$ cat config.mk
export PLATFORM = sky130hd
export DESIGN_NAME = bitmask_row_delta_decoder_flat
export DESIGN_NICKNAME = d
export VERILOG_FILES = /design/src/bmrdd_pkg.sv /design/src/bmrdd_if.sv /design/src/bmrdd_ram.sv /design/src/bmrdd_cfg.sv /design/src/bmrdd_ctrl.sv /design/src/bmrdd_dp.sv /design/src/bitmask_row_delta_decoder.sv /design/src/flat_wrapper.sv
export SDC_FILE = /design/constraint.sdc
export NUM_CORES = 1
export LEC_CHECK = 0
export ABC_CLOCK_PERIOD_IN_PS = 4900
export BUFFER_PORTS_ARGS = -buffer_cell sky130_fd_sc_hd__buf_2
export CAP_MARGIN = 0
export CELL_PAD_IN_SITES_DETAIL_PLACEMENT = 0
export CELL_PAD_IN_SITES_GLOBAL_PLACEMENT = 1
export CORE_MARGIN = 5
export CORE_UTILIZATION = 45
export CTS_CLUSTER_DIAMETER = 120
export DETAILED_ROUTE_END_ITERATION = 8
export GPL_TIMING_DRIVEN = 0
export PLACE_DENSITY = 0.77
export SLEW_MARGIN = 20
export SYNTH_ARGS = -nofsm -noshare
export SYNTH_HDL_FRONTEND = slang
export SYNTH_HIERARCHICAL = 1
export SYNTH_SLANG_ARGS = --single-unit
$ cat constraint.sdc
create_clock -name clk -period 4.9 [get_ports clk]
set_input_delay 0.735 -clock clk [delete_from_list [all_inputs] [get_ports clk]]
set_output_delay 0.735 -clock clk [all_outputs]
set_load 0.005 [all_outputs]
$ cat src/bmrdd_pkg.sv
// ----------------------------------------------------------------------------
// bmrdd_pkg
// Shared types and constants of the bit-mask row delta decoder.
// ----------------------------------------------------------------------------
package bmrdd_pkg;

	localparam int MAX_ROW_BYTES_DEF = 64;
	localparam int APB_AW            = 4;

	localparam logic [6:0]  ROW_BYTES_RST      = 7'd8;
	localparam logic [15:0] ROWS_PER_PLANE_RST = 16'd16;
	localparam logic [3:0]  PLANE_COUNT_RST    = 4'd1;
	localparam logic [3:0]  MAX_PLANES         = 4'd8;
	localparam logic [3:0]  TAKEN_MAX          = 4'd15;

	localparam logic [1:0] REG_ROW_BYTES      = 2'd0;
	localparam logic [1:0] REG_ROWS_PER_PLANE = 2'd1;
	localparam logic [1:0] REG_PLANE_COUNT    = 2'd2;

	typedef enum logic [1:0] {
		PH_RAW,
		PH_MASK,
		PH_BODY
	} phase_t;

	typedef enum logic [1:0] {
		ST_IDLE,
		ST_PROC,
		ST_DRAIN
	} state_t;

	typedef struct packed {
		logic [6:0]  row_bytes;
		logic [15:0] rows;
		logic [3:0]  planes;
		logic [3:0]  mask_need;
	} cfg_t;

	typedef struct packed {
		logic take;
		logic merge;
		logic emit_lit;
		logic emit_copy;
	} cmd_t;

	typedef struct packed {
		phase_t phase;
		logic   cont;
		logic   cont_after;
		logic   mask_done;
		logic   slot_free;
	} sts_t;

endpackage

$ cat src/bmrdd_if.sv
// ----------------------------------------------------------------------------
// bmrdd_in_if / bmrdd_out_if
// Valid/ready channels for compressed input bytes and decoded output bytes.
// ----------------------------------------------------------------------------
interface bmrdd_in_if;
	logic       valid;
	logic       ready;
	logic [7:0] compressed_byte;
	logic       first_of_tile;

	modport source (output valid, output compressed_byte, output first_of_tile, input ready);
	modport sink (input valid, input compressed_byte, input first_of_tile, output ready);
endinterface

interface bmrdd_out_if;
	logic       valid;
	logic       ready;
	logic [7:0] pixel_byte;
	logic       row_end;
	logic       tile_end;
	logic       run_last;

	modport source (output valid, output pixel_byte, output row_end, output tile_end,
		output run_last, input ready);
	modport sink (input valid, input pixel_byte, input row_end, input tile_end,
		input run_last, output ready);
endinterface

$ cat src/bmrdd_ram.sv
// ----------------------------------------------------------------------------
// bmrdd_ram
// Generic single-write, single-read RAM with registered read data.
// ----------------------------------------------------------------------------
module bmrdd_ram #(
	parameter int WIDTH = 8,
	parameter int DEPTH = 64
) (
	input  logic                     clk,
	input  logic                     we,
	input  logic [$clog2(DEPTH)-1:0] waddr,
	input  logic [WIDTH-1:0]         wdata,
	input  logic [$clog2(DEPTH)-1:0] raddr,
	output logic [WIDTH-1:0]         rdata
);

	logic [WIDTH-1:0] mem_q [DEPTH];

	always_ff @(posedge clk) begin
		if (we) begin
			mem_q[waddr] <= wdata;
		end
		rdata <= mem_q[raddr];
	end

endmodule

$ cat src/bmrdd_cfg.sv
// ----------------------------------------------------------------------------
// bmrdd_cfg
// APB register file with the clamped values the decoder works with.
// ----------------------------------------------------------------------------
module bmrdd_cfg #(
	parameter int MAX_ROW_BYTES = bmrdd_pkg::MAX_ROW_BYTES_DEF
) (
	input  logic                         clk,
	input  logic                         arst_n,
	input  logic                         psel,
	input  logic                         penable,
	input  logic                         pwrite,
	input  logic [bmrdd_pkg::APB_AW-1:0] paddr,
	input  logic [31:0]                  pwdata,
	output logic [31:0]                  prdata,
	output logic                         pready,
	output bmrdd_pkg::cfg_t              cfg
);
	import bmrdd_pkg::*;

	logic [6:0]  row_bytes_q;
	logic [15:0] rows_q;
	logic [3:0]  planes_q;
	logic        wr_en;
	logic [1:0]  reg_idx;
	logic [6:0]  rb_eff;
	logic [7:0]  rb_round;

	assign pready  = 1'b1;
	assign wr_en   = psel && penable && pwrite;
	assign reg_idx = paddr[3:2];

	always_ff @(posedge clk or negedge arst_n) begin
		if (!arst_n) begin
			row_bytes_q <= ROW_BYTES_RST;
			rows_q      <= ROWS_PER_PLANE_RST;
			planes_q    <= PLANE_COUNT_RST;
		end else if (wr_en) begin
			unique case (reg_idx)
				REG_ROW_BYTES:      row_bytes_q <= pwdata[6:0];
				REG_ROWS_PER_PLANE: rows_q      <= pwdata[15:0];
				REG_PLANE_COUNT:    planes_q    <= pwdata[3:0];
				default: ;
			endcase
		end
	end

	always_comb begin
		unique case (reg_idx)
			REG_ROW_BYTES:      prdata = {25'd0, row_bytes_q};
			REG_ROWS_PER_PLANE: prdata = {16'd0, rows_q};
			REG_PLANE_COUNT:    prdata = {28'd0, planes_q};
			default:            prdata = 32'd0;
		endcase
	end

	always_comb begin
		if (row_bytes_q == 7'd0) begin
			rb_eff = 7'd1;
		end else if (row_bytes_q > 7'(MAX_ROW_BYTES)) begin
			rb_eff = 7'(MAX_ROW_BYTES);
		end else begin
			rb_eff = row_bytes_q;
		end
		rb_round = {1'b0, rb_eff} + 8'd7;
	end

	assign cfg.row_bytes = rb_eff;
	assign cfg.rows      = (rows_q == 16'd0) ? 16'd1 : rows_q;
	assign cfg.planes    = (planes_q == 4'd0) ? 4'd1 :
		((planes_q > MAX_PLANES) ? MAX_PLANES : planes_q);
	assign cfg.mask_need = rb_round[6:3];

endmodule

$ cat src/bmrdd_ctrl.sv
// ----------------------------------------------------------------------------
// bmrdd_ctrl
// Sequencer that accepts a byte, processes it and drains copy runs.
// ----------------------------------------------------------------------------
module bmrdd_ctrl (
	input  logic            clk,
	input  logic            arst_n,
	input  logic            in_valid,
	output logic            in_ready,
	input  bmrdd_pkg::sts_t sts,
	output bmrdd_pkg::cmd_t cmd
);
	import bmrdd_pkg::*;

	state_t state_q;
	state_t state_d;

	always_ff @(posedge clk or negedge arst_n) begin
		if (!arst_n) begin
			state_q <= ST_IDLE;
		end else begin
			state_q <= state_d;
		end
	end

	always_comb begin
		state_d = state_q;
		unique case (state_q)
			ST_IDLE: begin
				if (in_valid) begin
					state_d = ST_PROC;
				end
			end
			ST_PROC: begin
				if (sts.phase == PH_MASK) begin
					state_d = sts.mask_done ? ST_DRAIN : ST_IDLE;
				end else if (sts.slot_free) begin
					state_d = sts.cont_after ? ST_DRAIN : ST_IDLE;
				end
			end
			ST_DRAIN: begin
				if (!sts.cont) begin
					state_d = ST_IDLE;
				end else if (sts.slot_free) begin
					state_d = sts.cont_after ? ST_DRAIN : ST_IDLE;
				end
			end
			default: state_d = ST_IDLE;
		endcase
	end

	always_comb begin
		in_ready = 1'b0;
		cmd      = '0;
		unique case (state_q)
			ST_IDLE: begin
				in_ready = 1'b1;
				cmd.take = in_valid;
			end
			ST_PROC: begin
				if (sts.phase == PH_MASK) begin
					cmd.merge = 1'b1;
				end else begin
					cmd.emit_lit = sts.slot_free;
				end
			end
			ST_DRAIN: begin
				cmd.emit_copy = sts.cont && sts.slot_free;
			end
			default: ;
		endcase
	end

endmodule

$ cat src/bmrdd_dp.sv
// ----------------------------------------------------------------------------
// bmrdd_dp
// Position counters, row mask, previous-row buffer and output register.
// ----------------------------------------------------------------------------
module bmrdd_dp #(
	parameter int MAX_ROW_BYTES = bmrdd_pkg::MAX_ROW_BYTES_DEF
) (
	input  logic            clk,
	input  logic            arst_n,
	input  bmrdd_pkg::cfg_t cfg,
	input  bmrdd_pkg::cmd_t cmd,
	output bmrdd_pkg::sts_t sts,
	input  logic [7:0]      compressed_byte,
	input  logic            first_of_tile,
	output logic            out_valid,
	input  logic            out_ready,
	output logic [7:0]      pixel_byte,
	output logic            row_end,
	output logic            tile_end,
	output logic            run_last
);
	import bmrdd_pkg::*;

	localparam int AW  = $clog2(MAX_ROW_BYTES);
	localparam int MB  = (MAX_ROW_BYTES + 7) / 8;
	localparam int MW  = MB * 8;
	localparam int MIW = $clog2(MW);

	logic [7:0]    in_byte_q;
	logic [6:0]    pos_q;
	logic [15:0]   row_q;
	logic [3:0]    plane_q;
	logic [3:0]    taken_q;
	logic [MW-1:0] mask_q;
	phase_t        phase_q;
	logic          out_valid_q;
	logic [7:0]    out_byte_q;
	logic          out_row_end_q;
	logic          out_tile_end_q;
	logic          out_run_last_q;

	logic          emit;
	logic [7:0]    emit_byte;
	logic [7:0]    ram_rdata;
	logic [6:0]    pos_inc;
	logic [15:0]   row_inc;
	logic [3:0]    plane_inc;
	logic          e_row_end;
	logic          row_wrap;
	logic          plane_wrap;
	logic          e_tile_end;
	logic [6:0]    e_pos;
	logic [15:0]   e_row;
	logic [3:0]    e_plane;
	phase_t        e_phase;
	logic [3:0]    taken_sat;
	logic [MW-1:0] mask_merged;
	logic [6:0]    pos_d;

	function automatic logic mask_bit(input logic [MW-1:0] m, input logic [6:0] p);
		logic [6:0] idx;
		idx = {p[6:3], ~p[2:0]};
		return (p < 7'(MW)) ? m[idx[MIW-1:0]] : 1'b0;
	endfunction

	assign emit      = cmd.emit_lit || cmd.emit_copy;
	assign emit_byte = cmd.emit_copy ? ram_rdata : in_byte_q;

	assign pos_inc    = pos_q + 7'd1;
	assign row_inc    = row_q + 16'd1;
	assign plane_inc  = plane_q + 4'd1;
	assign e_row_end  = pos_inc >= cfg.row_bytes;
	assign row_wrap   = row_inc >= cfg.rows;
	assign plane_wrap = plane_inc >= cfg.planes;
	assign e_tile_end = e_row_end && row_wrap && plane_wrap;

	always_comb begin
		e_pos   = pos_inc;
		e_row   = row_q;
		e_plane = plane_q;
		e_phase = phase_q;
		if (e_row_end) begin
			e_pos = 7'd0;
			e_row = row_wrap ? 16'd0 : row_inc;
			if (row_wrap) begin
				e_plane = plane_wrap ? 4'd0 : plane_inc;
			end
			e_phase = (e_row == 16'd0) ? PH_RAW : PH_MASK;
		end
	end

	always_comb begin
		taken_sat   = (taken_q == TAKEN_MAX) ? TAKEN_MAX : taken_q + 4'd1;
		mask_merged = mask_q;
		for (int k = 0; k < MB; k++) begin
			if (taken_q == 4'(k)) begin
				mask_merged[8*k +: 8] = mask_q[8*k +: 8] | in_byte_q;
			end
		end
	end

	always_comb begin
		if (cmd.take && first_of_tile) begin
			pos_d = 7'd0;
		end else if (emit) begin
			pos_d = e_pos;
		end else begin
			pos_d = pos_q;
		end
	end

	assign sts.phase      = phase_q;
	assign sts.cont       = (phase_q == PH_BODY) && (pos_q < cfg.row_bytes) &&
		!mask_bit(mask_q, pos_q);
	assign sts.cont_after = !e_row_end && (phase_q == PH_BODY) && !mask_bit(mask_q, pos_inc);
	assign sts.mask_done  = taken_sat >= cfg.mask_need;
	assign sts.slot_free  = !out_valid_q || out_ready;

	always_ff @(posedge clk or negedge arst_n) begin
		if (!arst_n) begin
			pos_q   <= 7'd0;
			row_q   <= 16'd0;
			plane_q <= 4'd0;
			taken_q <= 4'd0;
			mask_q  <= '0;
			phase_q <= PH_RAW;
		end else if (cmd.take) begin
			if (first_of_tile) begin
				pos_q   <= 7'd0;
				row_q   <= 16'd0;
				plane_q <= 4'd0;
				taken_q <= 4'd0;
				mask_q  <= '0;
				phase_q <= PH_RAW;
			end
		end else if (cmd.merge) begin
			mask_q  <= mask_merged;
			taken_q <= taken_sat;
			if (sts.mask_done) begin
				phase_q <= PH_BODY;
			end
		end else if (emit) begin
			pos_q   <= e_pos;
			row_q   <= e_row;
			plane_q <= e_plane;
			phase_q <= e_phase;
			if (e_row_end) begin
				taken_q <= 4'd0;
				mask_q  <= '0;
			end
		end
	end

	always_ff @(posedge clk) begin
		if (cmd.take) begin
			in_byte_q <= compressed_byte;
		end
		if (emit) begin
			out_byte_q     <= emit_byte;
			out_row_end_q  <= e_row_end;
			out_tile_end_q <= e_tile_end;
			out_run_last_q <= !sts.cont_after;
		end
	end

	always_ff @(posedge clk or negedge arst_n) begin
		if (!arst_n) begin
			out_valid_q <= 1'b0;
		end else if (emit) begin
			out_valid_q <= 1'b1;
		end else if (out_ready) begin
			out_valid_q <= 1'b0;
		end
	end

	bmrdd_ram #(
		.WIDTH (8),
		.DEPTH (MAX_ROW_BYTES)
	) u_row_ram (
		.clk   (clk),
		.we    (emit),
		.waddr (pos_q[AW-1:0]),
		.wdata (emit_byte),
		.raddr (pos_d[AW-1:0]),
		.rdata (ram_rdata)
	);

	assign out_valid  = out_valid_q;
	assign pixel_byte = out_byte_q;
	assign row_end    = out_row_end_q;
	assign tile_end   = out_tile_end_q;
	assign run_last   = out_run_last_q;

endmodule

$ cat src/bitmask_row_delta_decoder.sv
// ----------------------------------------------------------------------------
// bitmask_row_delta_decoder
// Decodes bit-mask row delta compressed planar tiles into row bytes.
// ----------------------------------------------------------------------------
// A raw or literal byte, once accepted, is emitted when the output slot is
// free; a mask byte is merged into the row mask. Every byte copied from the
// previous row follows at one per cycle unless the output stalls, as the row
// buffer's registered read always addresses the next position; the input is
// held off until a copy run has drained. Results leave through an output
// register. While one waits for its transfer the next byte can still be
// accepted, but no further result is produced until the waiting one has gone.
module bitmask_row_delta_decoder #(
	parameter int MAX_ROW_BYTES = bmrdd_pkg::MAX_ROW_BYTES_DEF
) (
	input  logic                         clk,
	input  logic                         arst_n,
	input  logic                         psel,
	input  logic                         penable,
	input  logic                         pwrite,
	input  logic [bmrdd_pkg::APB_AW-1:0] paddr,
	input  logic [31:0]                  pwdata,
	output logic [31:0]                  prdata,
	output logic                         pready,
	bmrdd_in_if.sink                     compressed,
	bmrdd_out_if.source                  pixels
);
	import bmrdd_pkg::*;

	cfg_t cfg;
	cmd_t cmd;
	sts_t sts;
	logic in_ready;

	bmrdd_cfg #(
		.MAX_ROW_BYTES (MAX_ROW_BYTES)
	) u_cfg (
		.clk     (clk),
		.arst_n  (arst_n),
		.psel    (psel),
		.penable (penable),
		.pwrite  (pwrite),
		.paddr   (paddr),
		.pwdata  (pwdata),
		.prdata  (prdata),
		.pready  (pready),
		.cfg     (cfg)
	);

	bmrdd_ctrl u_ctrl (
		.clk      (clk),
		.arst_n   (arst_n),
		.in_valid (compressed.valid),
		.in_ready (in_ready),
		.sts      (sts),
		.cmd      (cmd)
	);

	bmrdd_dp #(
		.MAX_ROW_BYTES (MAX_ROW_BYTES)
	) u_dp (
		.clk             (clk),
		.arst_n          (arst_n),
		.cfg             (cfg),
		.cmd             (cmd),
		.sts             (sts),
		.compressed_byte (compressed.compressed_byte),
		.first_of_tile   (compressed.first_of_tile),
		.out_valid       (pixels.valid),
		.out_ready       (pixels.ready),
		.pixel_byte      (pixels.pixel_byte),
		.row_end         (pixels.row_end),
		.tile_end        (pixels.tile_end),
		.run_last        (pixels.run_last)
	);

	assign compressed.ready = in_ready;

endmodule

$ cat src/flat_wrapper.sv
// flat-port wrapper written by rule: the top's interface ports become plain ports
module bitmask_row_delta_decoder_flat import bmrdd_pkg::*;
#(
	parameter int MAX_ROW_BYTES = bmrdd_pkg::MAX_ROW_BYTES_DEF
)
  (clk, arst_n, psel, penable, pwrite, paddr, pwdata, prdata, pready, compressed_valid, compressed_compressed_byte, compressed_first_of_tile, compressed_ready, pixels_valid, pixels_pixel_byte, pixels_row_end, pixels_tile_end, pixels_run_last, pixels_ready);
  bmrdd_in_if compressed_i ();
  bmrdd_out_if pixels_i ();
  input  logic clk;
  input  logic arst_n;
  input  logic psel;
  input  logic penable;
  input  logic pwrite;
  input  logic [bmrdd_pkg::APB_AW-1:0] paddr;
  input  logic [31:0] pwdata;
  output logic [31:0] prdata;
  output logic pready;
  input wire logic [$bits(compressed_i.valid)-1:0] compressed_valid;
  input wire logic [$bits(compressed_i.compressed_byte)-1:0] compressed_compressed_byte;
  input wire logic [$bits(compressed_i.first_of_tile)-1:0] compressed_first_of_tile;
  output wire logic [$bits(compressed_i.ready)-1:0] compressed_ready;
  output wire logic [$bits(pixels_i.valid)-1:0] pixels_valid;
  output wire logic [$bits(pixels_i.pixel_byte)-1:0] pixels_pixel_byte;
  output wire logic [$bits(pixels_i.row_end)-1:0] pixels_row_end;
  output wire logic [$bits(pixels_i.tile_end)-1:0] pixels_tile_end;
  output wire logic [$bits(pixels_i.run_last)-1:0] pixels_run_last;
  input wire logic [$bits(pixels_i.ready)-1:0] pixels_ready;
  assign compressed_i.valid = compressed_valid;
  assign compressed_i.compressed_byte = compressed_compressed_byte;
  assign compressed_i.first_of_tile = compressed_first_of_tile;
  assign compressed_ready = compressed_i.ready;
  assign pixels_valid = pixels_i.valid;
  assign pixels_pixel_byte = pixels_i.pixel_byte;
  assign pixels_row_end = pixels_i.row_end;
  assign pixels_tile_end = pixels_i.tile_end;
  assign pixels_run_last = pixels_i.run_last;
  assign pixels_i.ready = pixels_ready;
  bitmask_row_delta_decoder #(.MAX_ROW_BYTES(MAX_ROW_BYTES)) u_core (.clk(clk), .arst_n(arst_n), .psel(psel), .penable(penable), .pwrite(pwrite), .paddr(paddr), .pwdata(pwdata), .prdata(prdata), .pready(pready), .compressed(compressed_i), .pixels(pixels_i));
endmodule
# After elaboration in Yosys (flattened, before gate mapping)
# Memory sizes are Yosys's and may differ from the RTL's. A register that Yosys moved wholly into a read port is not among the register bits.
# Cells that the tools add are included.
[word_totals] ff_bits=146 ram_bits=512 output_inout_bits=46 wordCells=196 n_memories=1
[classes] add_sub_neg=5 order_cmp=11 n_eq_ne=26 n_mux=74 bitwise=10 n_reduce_logical=46
[mem_list] name="u_core.u_dp.u_row_ram.mem_q" words=64 word_bits=8 rd=1 rd_clocked_by_memory_dff=1 wr=1 line="bmrdd_ram.sv:17" rtl="logic [WIDTH-1:0] mem_q [DEPTH];"
[op_table] op="64-bit two-way mux" count=5
[op_table] op="16-bit two-way mux" count=7
[op_table] op="8-bit two-way mux" count=9
[op_table] op="8-bit OR" count=8
[op_table] op="4-bit two-way mux" count=14
[op_table] op="7-bit two-way mux" count=7
[op_table] op="16-bit case mux with 3 select lines" count=1
[op_table] op="4-bit AND reduction" count=10
[op_table] op="16-bit zero test" count=2
[op_table] op="3-bit inequality test (second input constant)" count=9
[op_table] op="2-bit two-way mux" count=13
[op_table] op="16-bit by 1-bit adder with 16-bit output (second input constant)" count=1
[op_table] op="4-bit by 3-bit equality test with 1-bit output (second input constant)" count=4
[op_table] op="16-bit greater-or-equal comparator" count=1
[op_table] op="6-bit by 7-bit less-than comparator with 1-bit output (second input constant)" count=2
[op_table] op="7-bit less-than comparator (second input constant)" count=2
[op_table] op="1-bit two-way mux" count=14
[op_table] op="1-bit binary-select mux with 6-bit select" count=2
[op_table] op="1-bit logical AND" count=10
[op_table] op="4-bit by 1-bit adder with 4-bit output (second input constant)" count=2
[op_table] op="4-bit by 2-bit equality test with 1-bit output (second input constant)" count=2
[op_table] op="4-bit greater-or-equal comparator" count=2
[op_table] op="4-bit zero test" count=2
[op_table] op="2-bit AND reduction" count=4
[op_table] op="22 further kinds" count=39

# Logic depth before layout (Yosys ltp)
# Gate-level depths: netlist of run 1.
[depth] depth_word=12 depth_mapped=29 ltp_nobuf=22

# Modules after synthesis
# Netlist of run 1, hierarchy kept.
[modules_own_cells] module="bmrdd_ram" instances=1 cells_per_inst=940 area_per_inst_um2=20166.8 seq_area_each_um2=15534.9
[modules_own_cells] module="bmrdd_dp" instances=1 cells_per_inst=716 area_per_inst_um2=7428.4 seq_area_each_um2=3022.9
[modules_own_cells] module="bmrdd_cfg" instances=1 cells_per_inst=158 area_per_inst_um2=1707.9 seq_area_each_um2=679.4
[modules_own_cells] module="bmrdd_ctrl" instances=1 cells_per_inst=17 area_per_inst_um2=156.4 seq_area_each_um2=50.0

# Least setup slack after synthesis of run 1
# Ideal clock, no wire load.
[synth_path] kind="reg-to-reg" start="register u_core.u_dp.pos_q[0]" end="register u_core.u_dp.u_row_ram.rdata[3] (read register of u_core.u_dp.u_row_ram.mem_q)" setup_time_ps=132 arrival_ps=5017 required_ps=4768 slack_ps=-248 stages_incl_launch_ff=23 synth_period_minus_slack_ps=5148 cell_sequence="dfrtp_1 buf_6 mux4_1 mux4_2 nor2b_4 o21ai_2 o31ai_1 a2111oi_4 nand2_1 nor2_1 and2_2 buf_2 nor2_1 buf_2 inv_2 nand3_1 a21oi_1 buf_6 buf_4 mux4_2 mux4_2 o21ai_1 o41ai_1"
[synth_rtl] item="start: declaration" line="bmrdd_dp.sv:30" rtl="logic [6:0] pos_q;"
[synth_rtl] item="start signal: assignment" line="bmrdd_dp.sv:143" rtl="pos_q <= e_pos;"
[synth_rtl] item="end: declaration" line="bmrdd_ram.sv:14" rtl="output logic [WIDTH-1:0] rdata"

==> results of run 1 <==
area by class of cell:
cell class                 instances  area, sq um  area share, %
timing repair buffer             104        810.8          2.323
multi-input combinational        999        10170          29.14
tap                              855         1070          3.065
sequential                       666        19290          55.26
buffer                           134         1061          3.040
clock buffer                      83         1832          5.248
inverter                          43        171.4         0.4911
clock inverter                    45        494.2          1.416
timing repair inverter             1        6.256        0.01792
sequential cells by signal, summed over array words and instances (netlist names), 4 cells and up:
signal                       flops
u_core/u_dp/u_row_ram/mem_q    512
u_core/u_dp/plane_q              4
u_core/u_dp/taken_q              4
u_core/u_cfg/planes_q            4
u_core/u_dp/pixel_byte           8
u_core/u_dp/in_byte_q            8
u_core/u_cfg/rows_q             16
u_core/u_dp/row_q               16
u_core/u_dp/mask_q              64
u_core/u_cfg/row_bytes_q         7
u_core/u_dp/u_row_ram/rdata      8
u_core/u_dp/pos_q                7
where the power goes:
group	internal, mW	total, mW	switching, mW
clock network	3.13	5.35	2.23
logic	3.87	8.43	4.57
registers	6.96	7.35	0.383
synth_stat cells, drive strengths merged, types with 7 or more instances:
cell / n
edfxtp: 531
nor2: 185
mux4: 163
dfrtp: 124
buf: 76
a31oi: 68
nand2: 63
clkbuf: 62
mux2: 51
ha: 45
nand3: 44
inv: 43
mux2i: 40
nor2b: 30
a21oi: 25
o21ai: 25
a21o: 19
nand2b: 19
and2: 18
nor3: 16
o22ai: 12
xnor2: 11
xor2: 10
nand4: 9
o21a: 9
a22o: 8
dfxtp: 8
o221ai: 8
a221oi: 7
and3: 7
cell usage in the layout (no fill, tap or decap), types with 21 or more instances in the layout:
| master | synthesis | final |
|---|---|---|
| nand3_1 | 43 | 38 |
| a21oi_1 | 24 | 21 |
| edfxtp_1 | 531 | 531 |
| mux2_4 | 15 | 25 |
| mux2i_1 | 40 | 29 |
| dfrtp_1 | 124 | 122 |
| nand2_1 | 63 | 57 |
| buf_4 | 31 | 47 |
| nor2_4 | 0 | 40 |
| mux4_2 | 153 | 162 |
| nor2_1 | 185 | 115 |
| inv_1 | 41 | 40 |
| clkbuf_1 | 62 | 55 |
| nor2_2 | 0 | 30 |
| nor2b_1 | 29 | 28 |
| buf_2 | 31 | 80 |
| a31oi_1 | 68 | 68 |
| mux2_2 | 36 | 26 |
| ha_1 | 45 | 45 |
| clkbuf_16 | 0 | 72 |
timing repair:
item,in CTS,in global routing
pin swaps,18,20
hold endpoints to repair,30,0
gates cloned,5,0
hold buffers,1,0
buffers inserted,28,11
setup endpoints to repair,610,569
gates resized for setup,248,80
kinds of logic after synthesis:
group / synth area share [%]
other: 0.02549
multiplexers: 16.09
AND/OR/NAND/NOR: 6.893
flip-flops: 65.47
AO/OA/AOI/OAI: 5.810
buffers and inverters: 3.177
XOR/XNOR: 0.6243
adder cells (fa/ha/maj): 1.911
critical path: stages (launching register included):
cell and delay [ns]:
dfrtp_2 0.47, clkbuf_16 0.19, mux4_2 0.55, mux4_2 0.48
nor2b_4 0.14, o21ai_2 0.17, o31ai_4 0.10, a2111oi_4 0.29
nand2_1 0.11, nor2_2 0.11, and2_4 0.17, nor2_4 0.04
buf_6 0.13, inv_8 0.06, nand3_4 0.06, a21oi_4 0.25
buf_12 0.18, buf_12 0.12, buf_12 0.14, mux4_2 0.54
mux4_2 0.55, o21ai_4 0.23, o41ai_4 0.13
final timing paths:
check | depth (start not counted) | slack, ns | to
max reg2reg | 22 | -0.51 | u_core/u_dp/u_row_ram/rdata[3]
min in group asynchronous | 2 | 0.58 | u_core/u_cfg/rows_q[9]
min reg2reg | 2 | 0.52 | u_core/u_dp/mask_q[4]
max | 22 | -0.51 | u_core/u_dp/u_row_ram/rdata[3]
max in group asynchronous | 3 | 3.53 | u_core/u_dp/mask_q[62]
min | 1 | 0.33 | u_core/u_dp/in_byte_q[2]
metrics by stage:
stage	utilization, %	setup slack [ns]
after floorplan	-	0.002403
after global routing	53.95	-0.5915
after global placement	47.78	-2.397
after detailed placement	47.89	-2.224
after CTS	53.42	-0.4226
final	53.95	-0.5094
metal layers:
layer | up-vias | part of all wire, % | track usage [%]
li1 | 7549 | - | -
met1 | 9166 | 40 | 29.35
met2 | 836 | 48 | 34.52
met3 | 185 | 8.1 | 4.386
met4 | 0 | 4.0 | 7.639
met5 | - | 0 | 0
==> results.toml, run 1 <==
[floorplanning]
chipHeight_um = 265.9
die_area_sq_mm = 0.07068
core_sq_mm = 0.06470
start_util_pct = 45.53
ios = 98
fp.dieW_um = 265.9
rows = 93

[cts]
htreeDepth = 3
cts_inserted_buffers = 70
path_clk_slew_ns = 0.06
clkLatencyLatePin_ns = 0.62
cts_root_buf = "clkbuf_16"
clkSinkCount = 666
tritoncts = "yes"
cts_buffer_depth = 3

[critical_path]
worstPathRequired_ns = 5.35
endpoint_kind = "flop"
arrival_ns = 5.86
critical_path.max_fanout = 5
startpoint = "u_core/u_dp/pos_q[0]"
r2r-start = "u_core/u_dp/pos_q[0]"
crit_path_start_kind = "flop"
path_class = "flop to flop"

[global_route]
grt_max_degree = 95
grt_pass1_vias = 17770
grt_overflow = 0
grt_pass1_wl_um = 114500
grt_use_total_pct = 21.43
antenna_found_initial = 0

[worst_hold_path]
min_path_type = "input port to flop"
worstHoldStart = "compressed_compressed_byte[2]"

[cells_and_area]
final_layout_size_suffix_gt1_share_pct = 32.19
diodes = 0
fill_cells = 5141
fin_nets = 2116
area_delta_synth_final_pct = 18.49
layoutNonFillerInstCount = 2930
fin_area_sq_mm = 0.03491

[sta]
period_share_pct = 110.4
finalHoldViolations = 0
finalSetupViolCount = 8
period_needed_ns = 5.409
tns_ns = -3.438
worst_pin_slew_ns = 0.9182
rsz0062_at_grt = "true"
clock_skew_ns = 0.02876
setup_ws_ns = -0.5094
slew_headroom_pct = 38.35
fmax_mhz = 184.9
drv_slew = 0
whs_ns = 0.3284

[synth]
synth-seq-cells = 666
synth_flop_cell = "edfxtp_1"
ys_seq_area_share_pct = 65.47
synth_area_sq_mm = 0.02946
yosysTopAreaCell = "edfxtp_1"
ys_types = 84
synth_async_sr_flop_share_pct = 19.07
synth_edf_count = 531
synth_area_leaders = "edfxtp_1 54%, mux4_2 12%, dfrtp_1 11%"
yosys_warnings = 6
syn_inst = 1831
avgSynthCellArea_sq_um = 16.09
synth_top_area_share_pct = 54.13

[detailed_routing]
vias_per_cell = 6.053
antenna_left = 0
first_pass_iters = 6
drcViolationCount = 0
via_count = 17740
drt-total-wl_um = 76410
drt_iter0_drc = 2034
routedWlPerCell_um = 26.08

[pwr]
leakage_nw = 12.11
ir_drop_uv = 357.9
p_total_mw = 21.13
power_density_mw_per_mm2 = 605.4

[placement]
portBuffers = 62
placed_cell_area_sq_mm = 0.03098
hpwl_um = 48800
dp_cells = 2764
gp_congestion = 0.8741

[status]
outcome = "finished with violations"
violations = "negative setup slack"

[run]
drv_cap = 0
Note: power is estimated with default switching activity, not from simulation.
==> run 2, diff against run 1 <==
==> constraint.sdc (replaced) <==
create_clock -name clk -period 4.9 [get_ports clk]
set_input_delay 0 -clock clk [delete_from_list [all_inputs] [get_ports clk]]
set_output_delay 0 -clock clk [all_outputs]
set_load 0.005 [all_outputs]
==> run 2 against run 1 <==
  * The run still ends with negative setup slack left
  * Sequential power is essentially flat
  * Via count grew 0.28%
  * First-iteration DRC count grew 0.64%
  * Utilization grew 0.63 points
  * Design area grew 1.2%
  * Hold slack lost 0.29 ns
  * Power grew 0.21%
  * Flip-flop and latch count is the same
  * Clock skew is essentially flat
  * Register-to-register slack is essentially flat
  * Wire length grew 0.62%
  * Non-clock buffer count grew 40
  * Critical endpoint unchanged
  * Largest cell class unchanged
==> results.toml, run 2 (synthesized netlist as in run 1, its figures left out) <==
[cells_and_area]
final_layout_size_suffix_gt1_share_pct = 31.63
area_delta_synth_final_pct = 19.88
layoutNonFillerInstCount = 2970
diodes = 0
final-seq-area_sq_mm = 0.01929
layout_commonest_cell = "edfxtp_1"
largest_reg_flops = 512
reg_top3 = "u_core/u_dp/u_row_ram/mem_q x512, u_core/u_dp/mask_q x64"
mostFrequentLayoutCells = "531 x edfxtp_1, 162 x mux4_2, 122 x dfrtp_1"
multi_input_area_sq_mm = 0.01017
top_register = "u_core/u_dp/u_row_ram/mem_q"
utilization_pct = 54.59
fill_cells = 5100
fin_nets = 2156

[detailed_routing]
drt-total-wl_um = 76890
first_pass_iters = 5
drt_iter0_drc = 2047
vias_per_cell = 5.988
via_count = 17790
drcViolationCount = 0
routedWlPerCell_um = 25.89
antenna_left = 0

[critical_path]
rr_endpoint = "u_core/u_dp/u_row_ram/rdata[3]"
r2r-start = "u_core/u_dp/pos_q[0]"
crit_path_start_kind = "flop"
r2r_cells = 22
critPathMaxStageDelay_ns = 0.55
path_buf_inv = 6
critPathMostFrequentCell = "mux4_2"
r2r_slack_ns = -0.51
crit_family = "multiplexers"
crit_slowest_cell = "mux4_2"
path_cells = "clkbuf_16 > mux4_2 > mux4_2 > nor2b_4 > o21ai_2 > o31ai_4 > a2111oi_4 > nand2_1 > nor2_2 > and2_4 > nor2_4 > buf_6 > inv_8 > nand3_4 > a21oi_4 > buf_12 > buf_12 > buf_12 > mux4_2 > mux4_2 > o21ai_4 > o41ai_4"
critical_path.max_fanout = 5
path_class = "flop to flop"
arrival_ns = 5.86
worstPathRequired_ns = 5.35
endpoint_kind = "flop"

[floorplanning]
fp.dieW_um = 265.9
chipHeight_um = 265.9
die_area_sq_mm = 0.07068
start_util_pct = 45.53
rows = 93
core_sq_mm = 0.06470
ios = 98

[global_route]
grt_overflow = 0
grt_use_total_pct = 21.59
grt_max_degree = 95
grt_pass1_wl_um = 115300
grt_pass1_vias = 17980
antenna_found_initial = 0

[pwr]
p_sw_share_pct = 33.91
ir_drop_uv = 358.4
power_density_mw_per_mm2 = 599.7
leakage_nw = 12.28
internal-power_mw = 14.00
pwr-share-seq_pct = 34.7
p_sw_mw = 7.183
p_total_mw = 21.18
comb_power_share_pct = 40.0
p_clk_share_pct = 25.3

[cts]
cts_root_buf = "clkbuf_16"
path_clk_slew_ns = 0.07
tritoncts = "yes"
cts_buffer_depth = 3
clkSinkCount = 666
htreeDepth = 3
cts_inserted_buffers = 70
clkLatencyLatePin_ns = 0.62

[placement]
hpwl_um = 48800
portBuffers = 62
gp_congestion = 0.8741
pre_cts_ws_ns = -2.224
dp_cells = 2764

[sta]
slew_headroom_pct = 38.40
finalHoldViolations = 0
finalSetupViolCount = 24
setup_ws_ns = -0.5080
clock_skew_ns = 0.02914
period_share_pct = 110.4
fmax_mhz = 184.9
tns_ns = -3.764
drv_slew = 0
rsz0062_at_grt = "true"
period_needed_ns = 5.408
worst_pin_slew_ns = 0.9175

[worst_hold_path]
worstHoldStart = "psel"
min_to = "u_core/u_cfg/rows_q[2]"
hold_depth = 5
min_path_type = "input port to flop"

[run]
drv_cap = 0

[status]
outcome = "finished with violations"
violations = "negative setup slack"
## run 2: worst reg2reg max path, stage by stage (launching register included)
cell       delay, ns
dfrtp_2         0.47
clkbuf_16       0.20
mux4_2          0.55
mux4_2          0.48
nor2b_4         0.14
o21ai_2         0.17
o31ai_4         0.10
a2111oi_4       0.29
nand2_1         0.11
nor2_2          0.11
and2_4          0.17
nor2_4          0.04
buf_6           0.13
inv_8           0.07
nand3_4         0.06
a21oi_4         0.25
buf_12          0.18
buf_12          0.12
buf_12          0.14
mux4_2          0.55
mux4_2          0.55
o21ai_4         0.23
o41ai_4         0.13
## run 2: metal layers
layer / vias up / GRT usage [%] / routed length (um)
met4: 0 / 7.639 / 3081
met2: 765 / 34.87 / 37090
met3: 173 / 4.377 / 6000
met5: - / 0 / 0
met1: 9227 / 29.51 / 30710
li1: 7620 / - / -
## run 2: worst max path at each step
| stage | start | endpoint | slack (ns) | cells after the start |
|---|---|---|---|---|
| 4_1_cts | u_core/u_dp/pos_q[0] | u_core/u_dp/u_row_ram/rdata[5] | -0.42 | 21 |
| 6_report | u_core/u_dp/pos_q[0] | u_core/u_dp/u_row_ram/rdata[3] | -0.51 | 22 |
| 2_1_floorplan | u_core/u_dp/pos_q[0] | u_core/u_dp/u_row_ram/rdata[3] | 0.002 | 23 |
| 5_1_grt | u_core/u_dp/pos_q[0] | u_core/u_dp/u_row_ram/rdata[3] | -0.59 | 22 |
| 3_5_place_dp | u_core/u_dp/pos_q[1] | u_core/u_dp/u_row_ram/rdata[3] | -2.22 | 22 |
| 3_3_place_gp | u_core/u_dp/pos_q[1] | u_core/u_dp/u_row_ram/rdata[0] | -2.40 | 21 |
## run 2: cell type report
type | instances | area share, %
plain buffers | 134 | 3.004
clock buffers | 83 | 5.187
clock inverters | 45 | 1.399
inverters | 43 | 0.4854
multi-input cells | 999 | 28.80
flip-flops and latches | 666 | 54.62
well taps | 855 | 3.029
repair buffers | 144 | 3.458
repair inverters | 1 | 0.01771
## run 2: timing repair
item	in CTS	in global routing
endpoints found under the hold margin	168	0
hold buffers	41	0
setup buffers	28	11
pin swaps	18	20
cloned	5	0
endpoints found under the setup margin	610	569
gates resized for setup	248	80
## run 2: through the flow
step / hold slack, ns / area [sq um]
3_5_place_dp: -0.1143 / 30980
5_1_grt: 0.02092 / 35320
2_1_floorplan: -0.2956 / 29530
6_report: 0.03644 / 35320
4_1_cts: 0.0003405 / 34970
3_3_place_gp: 0.2206 / 30910
## run 2: power groups by stage
stage | Combinational [mW] | Sequential (mW) | Clock, mW
4_1_cts | 8.28 | 7.34 | 5.47
3_3_place_gp | 6.79 | 7.42 | 0
5_1_grt | 8.98 | 7.40 | 5.72
3_5_place_dp | 6.92 | 7.45 | 0
2_1_floorplan | 4.77 | 7.31 | 0
6_report | 8.48 | 7.35 | 5.35
